<file path="src/sv/assert_macros.svh">
// Assertion helpers shared by the scanner RTL.
// Both expect a signal named clk in the enclosing module; CFS_ASSERT also expects rst_n.
`ifndef ASSERT_MACROS_SVH
`define ASSERT_MACROS_SVH

// Checked only while out of reset.
`define CFS_ASSERT(lbl, prop, msg) \
    lbl: assert property (@(posedge clk) disable iff (!rst_n) prop) else $error(msg);

// Checked at every edge, reset included.
`define CFS_ASSERT_ALWAYS(lbl, prop, msg) \
    lbl: assert property (@(posedge clk) prop) else $error(msg);

`endif

</file>
<file path="src/sv/cfs_pkg.sv">
package cfs_pkg;

    localparam int POSITION_BITS = 24;
    localparam int POS_OUT_BITS  = 24;
    localparam int SYMBOL_BITS   = 8;
    localparam int CODON_BITS    = 3 * SYMBOL_BITS;
    localparam int SEQ_LEN_BITS  = 24;
    localparam int CFG_INDEX_BITS = 1;

    // compare width for reverse position, sum width for forward position
    localparam int CMP_W  = (POSITION_BITS > SEQ_LEN_BITS) ? POSITION_BITS : SEQ_LEN_BITS;
    localparam int CALC_W = (POSITION_BITS + 1 > POS_OUT_BITS + 1) ?
                            POSITION_BITS + 1 : POS_OUT_BITS + 1;

    localparam logic [POS_OUT_BITS-1:0] POS_MAX = {POS_OUT_BITS{1'b1}};

    localparam logic [CFG_INDEX_BITS-1:0] CFG_DIRECTION       = 1'b0;
    localparam logic [CFG_INDEX_BITS-1:0] CFG_SEQUENCE_LENGTH = 1'b1;

    localparam logic KIND_START = 1'b0;
    localparam logic KIND_STOP  = 1'b1;

    localparam logic DIR_FORWARD = 1'b0;
    localparam logic DIR_REVERSE = 1'b1;

    localparam logic [CODON_BITS-1:0] CODON_START_FWD = 24'h415447; // ATG
    localparam logic [CODON_BITS-1:0] CODON_STOP_F1   = 24'h544141; // TAA
    localparam logic [CODON_BITS-1:0] CODON_STOP_F2   = 24'h544741; // TGA
    localparam logic [CODON_BITS-1:0] CODON_STOP_F3   = 24'h544147; // TAG
    localparam logic [CODON_BITS-1:0] CODON_START_REV = 24'h544143; // TAC
    localparam logic [CODON_BITS-1:0] CODON_STOP_R1   = 24'h415454; // ATT
    localparam logic [CODON_BITS-1:0] CODON_STOP_R2   = 24'h414354; // ACT
    localparam logic [CODON_BITS-1:0] CODON_STOP_R3   = 24'h415443; // ATC

    typedef struct packed {
        logic [SYMBOL_BITS-1:0] symbol;
        logic                   restart;
    } in_item_t;

    typedef struct packed {
        logic                    event_kind;
        logic [POS_OUT_BITS-1:0] position;
        logic [CODON_BITS-1:0]   codon;
    } out_item_t;

    typedef struct packed {
        logic                    direction;
        logic [SEQ_LEN_BITS-1:0] sequence_length;
    } cfg_t;

endpackage

</file>
<file path="src/sv/cfs_cfg_regs.sv">
module cfs_cfg_regs (
    input  logic                                 clk,
    input  logic                                 rst_n,
    input  logic                                 cfg_valid,
    output logic                                 cfg_ready,
    input  logic [cfs_pkg::CFG_INDEX_BITS-1:0]   cfg_index,
    input  logic [cfs_pkg::SEQ_LEN_BITS-1:0]     cfg_data,
    output cfs_pkg::cfg_t                        cfg
);
    import cfs_pkg::*;

    cfg_t cfg_reg;
    cfg_t cfg_next;

    assign cfg_ready = 1'b1;

    always_comb
    begin
        cfg_next = cfg_reg;
        if (cfg_valid)
        begin
            case (cfg_index)
                CFG_DIRECTION:       cfg_next.direction       = cfg_data[0];
                CFG_SEQUENCE_LENGTH: cfg_next.sequence_length = cfg_data;
                default:             cfg_next = cfg_reg;
            endcase
        end
    end

    always_ff @(posedge clk or negedge rst_n)
    begin
        if (!rst_n)
        begin
            cfg_reg <= '0;
        end
        else
        begin
            cfg_reg <= cfg_next;
        end
    end

    assign cfg = cfg_reg;

endmodule

</file>
<file path="src/sv/cfs_core.sv">
`include "assert_macros.svh"

module cfs_core (
    input  logic               clk,
    input  logic               rst_n,
    input  logic               step,
    input  cfs_pkg::in_item_t  item,
    input  cfs_pkg::cfg_t      cfg,
    output logic               res_valid,
    output cfs_pkg::out_item_t res_item
);
    import cfs_pkg::*;

    logic [CODON_BITS-1:0]    window_reg,   window_next;
    logic [1:0]               phase_reg,    phase_next;
    logic                     in_frame_reg, in_frame_next;
    logic [POSITION_BITS-1:0] count_reg,    count_next;

    // state as seen after an optional restart
    logic [CODON_BITS-1:0]    window_cur;
    logic [1:0]               phase_cur;
    logic                     in_frame_cur;
    logic [POSITION_BITS-1:0] count_cur;

    logic                     rev;
    logic [CALC_W-1:0]        fwd_sum;
    logic [CMP_W-1:0]         rev_diff;
    logic [POS_OUT_BITS-1:0]  pos;
    logic [CODON_BITS-1:0]    win_new;
    logic [1:0]               phase_inc;
    logic                     is_start;
    logic                     is_stop;

    always_comb
    begin
        window_cur   = item.restart ? '0 : window_reg;
        phase_cur    = item.restart ? 2'd0 : phase_reg;
        in_frame_cur = item.restart ? 1'b0 : in_frame_reg;
        count_cur    = item.restart ? '0 : count_reg;
        rev          = (cfg.direction == DIR_REVERSE);

        fwd_sum  = CALC_W'(count_cur) + CALC_W'(1);
        rev_diff = CMP_W'(cfg.sequence_length) - CMP_W'(count_cur);
        if (rev)
        begin
            pos = (CMP_W'(count_cur) < CMP_W'(cfg.sequence_length)) ?
                  rev_diff[POS_OUT_BITS-1:0] : '0;
        end
        else
        begin
            pos = (fwd_sum > CALC_W'(POS_MAX)) ? POS_MAX : fwd_sum[POS_OUT_BITS-1:0];
        end

        win_new = {window_cur[CODON_BITS-SYMBOL_BITS-1:0], item.symbol};

        is_start = rev ? (win_new == CODON_START_REV) : (win_new == CODON_START_FWD);
        if (rev)
        begin
            is_stop = (win_new == CODON_STOP_R1) || (win_new == CODON_STOP_R2) ||
                      (win_new == CODON_STOP_R3);
        end
        else
        begin
            is_stop = (win_new == CODON_STOP_F1) || (win_new == CODON_STOP_F2) ||
                      (win_new == CODON_STOP_F3);
        end

        phase_inc     = phase_cur + 2'd1;
        window_next   = win_new;
        count_next    = (count_cur != {POSITION_BITS{1'b1}}) ? count_cur + 1'b1 : count_cur;
        phase_next    = phase_cur;
        in_frame_next = in_frame_cur;
        res_valid     = 1'b0;
        res_item.event_kind = KIND_START;

        if (!in_frame_cur)
        begin
            if (is_start)
            begin
                in_frame_next = 1'b1;
                phase_next    = 2'd0;
                res_valid     = 1'b1;
            end
        end
        else
        begin
            phase_next = phase_inc;
            if (phase_inc == 2'd3)
            begin
                phase_next = 2'd0;
                if (is_stop)
                begin
                    in_frame_next       = 1'b0;
                    res_valid           = 1'b1;
                    res_item.event_kind = KIND_STOP;
                end
            end
        end

        res_valid         = res_valid & step;
        res_item.position = pos;
        res_item.codon    = win_new;
    end

    always_ff @(posedge clk or negedge rst_n)
    begin
        if (!rst_n)
        begin
            window_reg   <= '0;
            phase_reg    <= 2'd0;
            in_frame_reg <= 1'b0;
            count_reg    <= '0;
        end
        else if (step)
        begin
            window_reg   <= window_next;
            phase_reg    <= phase_next;
            in_frame_reg <= in_frame_next;
            count_reg    <= count_next;
        end
    end

    `CFS_ASSERT_ALWAYS(a_phase_range, !rst_n || phase_reg != 2'd3, "frame phase reached 3")
    `CFS_ASSERT(a_phase_idle, !in_frame_reg |-> phase_reg == 2'd0,
        "frame phase moved while searching")
    `CFS_ASSERT(a_start_sets_frame,
        res_valid && res_item.event_kind == KIND_START |=> in_frame_reg,
        "start reported without entering frame")
    `CFS_ASSERT(a_stop_clears_frame,
        res_valid && res_item.event_kind == KIND_STOP |=> !in_frame_reg,
        "stop reported but frame still open")

endmodule

</file>
<file path="src/sv/cfs_out_reg.sv">
`include "assert_macros.svh"

module cfs_out_reg (
    input  logic               clk,
    input  logic               rst_n,
    input  logic               load,
    input  logic               res_valid,
    input  cfs_pkg::out_item_t res_item,
    input  logic               out_stall,
    output logic               out_valid,
    output cfs_pkg::out_item_t out_item
);
    import cfs_pkg::*;

    logic      valid_reg, valid_next;
    out_item_t item_reg,  item_next;

    // load only happens when the register is free or draining this cycle
    always_comb
    begin
        valid_next = valid_reg & out_stall;
        item_next  = item_reg;
        if (load)
        begin
            valid_next = res_valid;
            if (res_valid)
            begin
                item_next = res_item;
            end
        end
    end

    always_ff @(posedge clk or negedge rst_n)
    begin
        if (!rst_n)
        begin
            valid_reg <= 1'b0;
        end
        else
        begin
            valid_reg <= valid_next;
        end
    end

    always_ff @(posedge clk)
    begin
        item_reg <= item_next;
    end

    assign out_valid = valid_reg;
    assign out_item  = item_reg;

    `CFS_ASSERT(a_load_free, load |-> !(valid_reg && out_stall),
        "result register overwritten while stalled")
    `CFS_ASSERT(a_load_shows, load && res_valid |=> out_valid,
        "loaded result not presented")

endmodule

</file>
<file path="src/sv/codon_frame_scanner.sv">
// Codon frame scanner: finds start and stop codons in a stream of ASCII
// nucleotide bytes, one symbol per input beat.
// Input channel: in_valid / in_stall carrying in_item (symbol, restart).
//   A beat is taken when in_valid is high and in_stall low.
// Output channel: out_valid / out_stall carrying out_item (event_kind,
//   position, codon). Zero or one result beat per input beat, in order.
// Config channel: cfg_valid / cfg_ready, cfg_index 0 = direction,
//   1 = sequence_length. cfg_ready is always high; write only when idle.
// Pipeline: a taken input beat loads the input register; the result register
//   loads from it when the symbol advances (result register not blocked),
//   and the result then shows on out_item.
// Throughput: one symbol per cycle while the result register is not blocked;
//   the per-symbol compare and shift sits between input and result registers.
// Stall: when the result register holds a beat and out_stall is high, the
//   input register cannot drain and in_stall rises while it holds a symbol.
//   Symbols that produce no result still need the result stage free.
// Reset (rst_n low, async): window, frame, position count, config and all
//   valid flags cleared; direction forward, sequence_length zero.
`include "assert_macros.svh"

module codon_frame_scanner (
    input  logic                               clk,
    input  logic                               rst_n,
    input  logic                               in_valid,
    output logic                               in_stall,
    input  cfs_pkg::in_item_t                  in_item,
    output logic                               out_valid,
    input  logic                               out_stall,
    output cfs_pkg::out_item_t                 out_item,
    input  logic                               cfg_valid,
    output logic                               cfg_ready,
    input  logic [cfs_pkg::CFG_INDEX_BITS-1:0] cfg_index,
    input  logic [cfs_pkg::SEQ_LEN_BITS-1:0]   cfg_data
);
    import cfs_pkg::*;

    cfg_t      cfg;

    // input register
    logic      stage_valid_reg, stage_valid_next;
    in_item_t  stage_reg,       stage_next;

    logic      out_blocked;
    logic      advance;
    logic      res_valid;
    out_item_t res_item;

    assign out_blocked = out_valid & out_stall;
    assign advance     = stage_valid_reg & ~out_blocked;
    assign in_stall    = stage_valid_reg & out_blocked;

    always_comb
    begin
        stage_valid_next = stage_valid_reg;
        stage_next       = stage_reg;
        if (!in_stall)
        begin
            stage_valid_next = in_valid;
            if (in_valid)
            begin
                stage_next = in_item;
            end
        end
    end

    always_ff @(posedge clk or negedge rst_n)
    begin
        if (!rst_n)
        begin
            stage_valid_reg <= 1'b0;
        end
        else
        begin
            stage_valid_reg <= stage_valid_next;
        end
    end

    always_ff @(posedge clk)
    begin
        stage_reg <= stage_next;
    end

    cfs_cfg_regs u_cfg (
        .clk       (clk),
        .rst_n     (rst_n),
        .cfg_valid (cfg_valid),
        .cfg_ready (cfg_ready),
        .cfg_index (cfg_index),
        .cfg_data  (cfg_data),
        .cfg       (cfg)
    );

    cfs_core u_core (
        .clk       (clk),
        .rst_n     (rst_n),
        .step      (advance),
        .item      (stage_reg),
        .cfg       (cfg),
        .res_valid (res_valid),
        .res_item  (res_item)
    );

    cfs_out_reg u_out (
        .clk       (clk),
        .rst_n     (rst_n),
        .load      (advance),
        .res_valid (res_valid),
        .res_item  (res_item),
        .out_stall (out_stall),
        .out_valid (out_valid),
        .out_item  (out_item)
    );

    `CFS_ASSERT(a_stall_cause, in_stall |-> stage_valid_reg && out_valid && out_stall,
        "input stalled without a blocked result")
    `CFS_ASSERT(a_stall_holds, in_stall |=> stage_valid_reg,
        "stalled symbol dropped from input register")

endmodule
</file>
<file path="config.mk">
export PLATFORM = sky130hd
export DESIGN_NAME = codon_frame_scanner
export DESIGN_NICKNAME = d
export VERILOG_FILES = /design/src/sv/cfs_pkg.sv /design/src/sv/cfs_cfg_regs.sv /design/src/sv/cfs_core.sv /design/src/sv/cfs_out_reg.sv /design/src/sv/codon_frame_scanner.sv
export VERILOG_INCLUDE_DIRS = /design/src /design/src/sv
export SDC_FILE = /design/constraint.sdc
export NUM_CORES = 1
export LEC_CHECK = 0
export BUFFER_PORTS_ARGS = -buffer_cell sky130_fd_sc_hd__buf_4
export CAP_MARGIN = 10
export CORE_AREA = 2 2 161 163
export CTS_BUF_LIST = sky130_fd_sc_hd__clkbuf_4 sky130_fd_sc_hd__clkbuf_8 sky130_fd_sc_hd__clkbuf_16
export DETAILED_ROUTE_END_ITERATION = 8
export DIE_AREA = 0 0 163 165
export PLACE_DENSITY = 0.55
export SYNTH_ARGS = -nofsm -noshare
export SYNTH_HDL_FRONTEND = slang
export SYNTH_SLANG_ARGS = --single-unit
</file>
<file path="constraint.sdc">
create_clock -name clk -period 10.3 [get_ports clk]
set_input_delay 1.03 -clock clk [delete_from_list [all_inputs] [get_ports clk]]
set_output_delay 1.03 -clock clk [all_outputs]
set_load 0.02 [all_outputs]
</file>
== After elaboration in Yosys (flattened, before gate mapping) ==
Cells that the tools add are included.
W data, S select, Z words.

* Register bits after elaboration: 128
* Output and inout bits: 52
* Logic and storage cells: 65

* Mux-type cells: 21
* Bitwise logic cells: 7
* Reduce and logical (&&, ||, !) cells: 8
* Magnitude comparators: 2
* $add $sub $neg: 4
* Eq/ne operators: 10

{| class="wikitable"
|+ Operators with widths
! operator !! number
|-
| $eq A24 B23 Y1 const B || 8
|-
| $mux W24 || 5
|-
| $add A24 B1 Y25 const B || 1
|-
| $gt A25 B24 Y1 const B || 1
|-
| $add A24 B1 Y24 const B || 1
|-
| $lt A24 B24 Y1 || 1
|-
| $ne A24 B24 Y1 const B || 1
|-
| $sub A24 B24 Y24 || 1
|-
| $mux W16 || 1
|-
| $mux W1 || 11
|-
| $mux W2 || 4
|-
| $reduce_and A2 Y1 || 4
|-
| $and A1 B1 Y1 || 4
|-
| $logic_or A1 B1 Y1 || 4
|-
| $not A1 Y1 || 3
|-
| $add A2 B1 Y2 const B || 1
|-
| $eq A2 B2 Y1 const B || 1
|}

== Longest topological paths before layout ==
Gate-level depths: netlist of the first run.

* Word-level depth: 10
* Gate-level depth with buffers: 16
* Gate-level depth less buffers: 12

== Modules after synthesis ==
From an unflattened synthesis of the first run, not the netlist that was laid out.

* Cell total of the unflattened synthesis: 708
* Area, all modules: 7559.8 µm²

{| class="wikitable"
|+ Modules (own cells, without submodules)
! module !! times used !! cells an instance !! area each (µm²) !! seq. area each (µm²)
|-
| cfs_core || 1 || 584 || 4685.7 || 1076.0
|-
| cfs_out_reg || 1 || 53 || 1516.5 || 1496.4
|-
| cfs_cfg_regs || 1 || 56 || 1028.5 || 625.6
|-
| codon_frame_scanner || 1 || 15 || 329.1 || 295.3
|}

== Worst setup path before layout of the first run ==
OpenSTA, ideal clock, no wires.

* Kind: flip-flop to flip-flop
* From: register stage_reg[0] (netlist bit)
* To: register u_out.item_reg, in the netlist u_out.out_item[0] (enable)
* Slack: 5865 ps
* Path buffers: 2
* Library setup time: 456 ps
* Stages on the path, launching flop included: 11
* Required time: 9844 ps
* Arrival: 3980 ps
* Period minus slack after synthesis: 4435 ps
* Cell sequence: edfxtp_1 > clkbuf_1 > clkbuf_1 > nor2b_1 > nand4b_1 > nor4b_1 > a41oi_1 > or3b_1 > nor2_1 > nor2_1 > nor2_1

{| class="wikitable"
|+ RTL lines
! item !! RTL line !! source
|-
| from (decl) || codon_frame_scanner.sv:41 || <nowiki>in_item_t stage_reg, stage_next;</nowiki>
|-
| from (signal assigned) || codon_frame_scanner.sv:80 || <nowiki>stage_reg <= stage_next;</nowiki>
|-
| to (signal assigned) || cfs_out_reg.sv:47 || <nowiki>item_reg <= item_next;</nowiki>
|-
| to (decl) || cfs_out_reg.sv:16 || <nowiki>out_item_t item_reg, item_next;</nowiki>
|}

==> results of run 1 <==
[metrics by stage]
step | hold WS [ns] | power, mW
after floorplan | 0.438 | 0.826
after global placement | 0.454 | 0.911
after detailed placement | 0.456 | 0.910
after CTS | 0.473 | 1.51
after global routing | 0.487 | 1.57
final | 0.469 | 1.50
[kinds of logic after synthesis]
group                    after synthesis  share of synthesized area [%]
adder cells (fa/ha/maj)               27                           4.78
other                                  1                         0.0519
multiplexers                          34                           5.25
flip-flops                           128                           48.3
XOR/XNOR                              41                           4.97
buffers and inverters                 58                           3.20
AO/OA/AOI/OAI                        138                           13.0
AND/OR/NAND/NOR                      289                           20.4
[power by group through the flow]
stage	registers, mW	logic (mW)	clock network [mW]
after floorplan	0.600	0.226	0
after global placement	0.611	0.299	0
after detailed placement	0.611	0.299	0
after CTS	0.601	0.302	0.606
after global routing	0.605	0.339	0.627
final	0.600	0.304	0.594
[layout make-up]
| cell class | count | share of cell area (%) |
|---|---|---|
| Clock buffer | 17 | 4.83 |
| Clock inverter | 15 | 1.79 |
| Inverter | 26 | 1.11 |
| Multi-Input combinational cell | 530 | 39.9 |
| Sequential cell | 128 | 39.7 |
| Tap cell | 330 | 4.69 |
| Timing Repair Buffer | 94 | 8.02 |
[critical path: stages, from the launching register on]
cell and delay, ns:
edfxtp_1 0.32, buf_4 0.43, clkinv_1 0.43, nand2_1 0.24, fa_1 0.26, a21oi_1 0.12, o2111ai_1 0.28, o21ai_0 0.25
o2111ai_1 0.35, a41oi_1 0.19, nor2_1 0.86, nand2_1 0.12, o221ai_1 0.20
[final timing paths]
| kind | cells after the start | from | end | slack (ns) |
|---|---|---|---|---|
| setup / recovery | 12 | stage_reg[0] | u_out.out_item[41] | 6.05 |
| hold / removal | 2 | u_core.window_reg[6] | u_core.window_reg[6] | 0.47 |
| setup reg to reg | 12 | stage_reg[0] | u_out.out_item[41] | 6.05 |
| hold reg to reg | 2 | u_core.window_reg[6] | u_core.window_reg[6] | 0.47 |
| max in group asynchronous | 1 | rst_n | u_core.count_reg[20] | 8.95 |
| min in group asynchronous | 1 | rst_n | u_cfg.cfg[1] | 0.72 |
[cells in the mapped netlist (all sizes together), types with 3 or more instances]
master,count
nand2,91
edfxtp,58
dfrtp,70
o21a,3
nor2b,32
xor2,12
nor4,9
o21bai,3
nand4,12
nand3b,3
or2,8
a41oi,4
nand3,22
xnor2,29
nor4b,5
nand2b,16
o2111ai,3
or3,3
o31ai,3
o211ai,11
nor3,16
buf,6
clkbuf,26
and2,4
a2111o,3
a211oi,3
ha,26
inv,25
nand4b,5
mux2i,3
o221ai,3
o22ai,9
nor2,50
mux2,31
and3,6
a21oi,35
o21ai,29
a31oi,7
a21o,11
[metal layers]
layer  share of wire [%]  vias up  global-route usage [%]  wire [microns]
li1                    -     2766                       -               -
met1                  45     2729                    19.4            8600
met2                  48      127                    23.7            9080
met3                 4.1       31                    2.59             781
met4                 2.7        0                    6.07             513
met5                   0        -                       0               0
==> flow_metrics.tcl, run 1 <==
set metrics [dict create \
    cts_resized 0 \
    p_sw_share_pct 31.5 \
    cp-end-kind "register" \
    ys_seq_area_share_pct 48.3 \
    setup_viol_count_final 0 \
    path_clk_slew_ns 0.07 \
    multi_input_area_sq_mm 0.00351 \
    ir_drop_uv 110 \
    htree_levels 4 \
    final_cell_mix "94 x buf_4, 90 x nand2_1, 70 x dfrtp_1" \
    finClkSkew_ns 0.0162 \
    num_rows 58 \
    overflow 0 \
    insertion_delay_ns 0.43 \
    io_buffers 89 \
    cts_buffers 17 \
    status "completed" \
    numClockSinks 128 \
    num-nets-final 863 \
    tightest_slew_ns 1.11 \
    viasPerCell 4.96 \
    cts-root-buf "clkbuf_16" \
    placedCellCount 1108 \
    slew-limit-headroom_pct 25.8 \
    core_sq_mm 0.0250 \
    wl_microns 19000 \
    yosysTopAreaCell "dfrtp_1" \
    leakagePower_nw 3.51 \
    cp.arrival_ns 4.52 \
    drc_errors 0 \
    fin_util_pct 35.2 \
    antenna_cells 0 \
    p_comb_share_pct 20.3 \
    syn_to_final_growth_pct 21.8 \
    start_util_pct 28.9 \
    die_x_microns 163 \
    synth-edff-count 58 \
    stdcell_count 1140 \
    ant_nets 0 \
    dpl_worst_slack_ns 6.15 \
    ys_top_cells_by_area "dfrtp_1 24%, edfxtp_1 24%, mux2_2 4.8%" \
    ys_types 67 \
    drt_iter0_markers 511 \
    fin_setup_tns_ns 0 \
    grt_max_degree 71 \
    max_freq_ghz 0.235 \
    pwr-share-seq_pct 40.1 \
    largest_reg_flops 49 \
    cts_tree "done" \
    path_class "reg2reg" \
    grt_usage_pct 14.6 \
    yosysTopAreaCellShare_pct 24.2 \
    intPower_mw 1.03 \
    p_per_area_mw_per_mm2 170 \
    postPlaceCellArea_sq_mm 0.00822 \
    dieArea_sq_mm 0.0269 \
    drtPass1Iterations 5 \
    fin_area_sq_mm 0.00880 \
    synthFlopType "dfrtp_1" \
    drive_above_1_share_pct 21.9 \
    worstPathMaxFanout 49 \
    clockBufferDepth 2 \
    wl_per_cell_microns 16.6 \
    syn-cell-area_sq_mm 0.00723 \
    gp_congestion 0.866 \
    ys_ff_latch 128 \
    fillCellCount 2549 \
    boundaryPins 91 \
    critPathLaunchType "register" \
    synthCells 716 \
    hold_viol 0 \
    fin_ws_ns 6.05 \
    period_share_pct 41.3 \
    final_common_cell "buf_4" \
    drv_slew 0 \
    die_h_microns 165 \
    syn_nets 782 \
    clockPowerShare_pct 39.7 \
    async_flop_share_pct 54.7 \
    cts_setup_buffers 0 \
    grt_antenna_before_repair 0 \
    hold_buffers 0 \
    cap_violations 0 \
    hpwl_microns 13700 \
    dr_total_vias 5653 \
    rsz0062_at_grt "no" \
    p_sw_mw 0.472 \
    worstPathRequired_ns 10.57 \
    grt_pass1_vias 5505 \
    seq_area_sq_mm 0.00349 \
    fin_crit_ns 4.25 \
    ys_warn_count 0 \
    hp-class "reg2reg" \
    syn-mean-instance-area_sq_um 10.1 \
    grt_pass1_wl_microns 30200 \
]
Power figures use the tool's default switching activity.
==> run 2, diff against run 1 <==
clock period = 4.1 ns   (was 10.3 ns; I/O delays follow)
==> flow_metrics.tcl, run 2 (synthesis gave the netlist of run 1 again) <==
set metrics [dict create \
    numClockSinks 128 \
    viasPerCell 4.93 \
    cap_violations 0 \
    hold_ws_ns 0.154 \
    intPower_mw 2.59 \
    num-nets-final 873 \
    stdcell_count 1150 \
    worstPathMaxFanout 14 \
    core_sq_mm 0.0250 \
    largest_reg_flops 49 \
    final_cell_mix "104 x buf_4, 90 x nand2_1, 70 x dfrtp_1" \
    rsz0062_at_grt "no" \
    grt_pass1_wl_microns 31000 \
    dieArea_sq_mm 0.0269 \
    die_h_microns 165 \
    hp-class "in2async" \
    cts_buffers 17 \
    use_met3_pct 2.91 \
    fin_util_pct 35.5 \
    p_comb_share_pct 20.8 \
    die_x_microns 163 \
    max_freq_ghz 0.264 \
    start_util_pct 28.9 \
    use_met1_pct 20.1 \
    boundaryPins 91 \
    slew-limit-headroom_pct 27.0 \
    cts_tree "done" \
    ant_nets 0 \
    status "completed" \
    drc_errors 0 \
    hold_viol 0 \
    grt_usage_pct 15.1 \
    ir_drop_uv 264 \
    syn_to_final_growth_pct 23.1 \
    pwr-share-seq_pct 39.8 \
    critPathLaunchType "register" \
    overflow 0 \
    io_buffers 89 \
    cp-end-kind "register" \
    drive_above_1_share_pct 23.0 \
    p_sw_share_pct 31.6 \
    htree_levels 4 \
    leakagePower_nw 3.57 \
    fin_setup_tns_ns 0 \
    use_met2_pct 24.7 \
    dr_total_vias 5666 \
    num_rows 58 \
    gp_congestion 0.864 \
    p_per_area_mw_per_mm2 426 \
    fin_crit_ns 3.78 \
    worstPathRequired_ns 4.24 \
    wl_per_cell_microns 17.2 \
    grt_antenna_before_repair 0 \
    period_share_pct 92.3 \
    wl_microns 19700 \
    path_class "reg2reg" \
    clockPowerShare_pct 39.3 \
    insertion_delay_ns 0.42 \
    drtPass1Iterations 5 \
    hold_buffers 0 \
    grt.busiest_layer "met2" \
    final_common_cell "buf_4" \
    cp.arrival_ns 3.92 \
    p_sw_mw 1.20 \
    path_clk_slew_ns 0.07 \
    setup_viol_count_final 0 \
    finClkSkew_ns 0.0136 \
    grt_pass1_vias 5549 \
    drt_iter0_markers 420 \
    cts-root-buf "clkbuf_16" \
    tightest_slew_ns 1.09 \
    clockBufferDepth 2 \
    placedCellCount 1115 \
    hpwl_microns 14300 \
    antenna_cells 0 \
    drv_slew 0 \
    grt_max_degree 71 \
]
## run 2: what timing repair did
item,4_1_cts,5_1_grt
setup endpoints to repair,0,14
gates resized for setup,0,5
buffers inserted,0,3
## run 2: final timing paths
kind,cells after the start,slack (ns),start,end
min in group clk,1,0.16,in_item[6],stage_reg[6]
setup / recovery,10,0.32,stage_reg[0],u_out.out_item[41]
max in group asynchronous,1,3.33,rst_n,u_cfg.cfg[11]
hold / removal,1,0.15,rst_n,u_core.count_reg[21]
hold reg to reg,2,0.47,u_core.count_reg[23],u_core.count_reg[23]
setup reg to reg,10,0.32,stage_reg[0],u_out.out_item[41]
## run 2: per-layer routing
metal / vias to the layer above / wire length (microns)
li1: 2774 / -
met1: 2742 / 9210
met2: 136 / 9580
met3: 14 / 706
met4: 0 / 253
met5: - / 0
## run 2: per-stage QoR
stage / setup slack [ns] / power (mW) / area, sq um
2_1_floorplan: 0.125 / 2.08 / 7230
3_3_place_gp: 0.249 / 2.31 / 8270
3_5_place_dp: 0.0524 / 2.31 / 8270
4_1_cts: 0.0205 / 3.82 / 8860
5_1_grt: 0.0654 / 3.99 / 8900
6_report: 0.316 / 3.79 / 8900
## run 2: worst max-delay path: stages (launching register included)
cell and delay (ns):
edfxtp_1 0.55, buf_4 0.23, nor2b_1 0.25, inv_1 0.11
ha_1 0.37, nand4_1 0.21, or3_1 0.45, o41ai_1 0.70
or2_4 0.38, a2111o_1 0.12, o221ai_1 0.11
## run 2: power groups by stage
stage	Combinational [mW]	Sequential (mW)	Clock (mW)
after floorplan	0.568	1.51	0
after global placement	0.771	1.54	0
after detailed placement	0.770	1.54	0
after CTS	0.776	1.51	1.54
after global routing	0.878	1.52	1.59
final	0.790	1.51	1.49
## run 2: cell type report
| cell class | instances | area, sq um |
|---|---|---|
| Multi-Input combinational cell | 530 | 3520 |
| Timing Repair Buffer | 104 | 781 |
| Sequential cell | 128 | 3490 |
| Fill cell | 2576 | 16100 |
| Clock inverter | 15 | 164 |
| Tap cell | 330 | 413 |
| Inverter | 26 | 101 |
| Clock buffer | 17 | 425 |
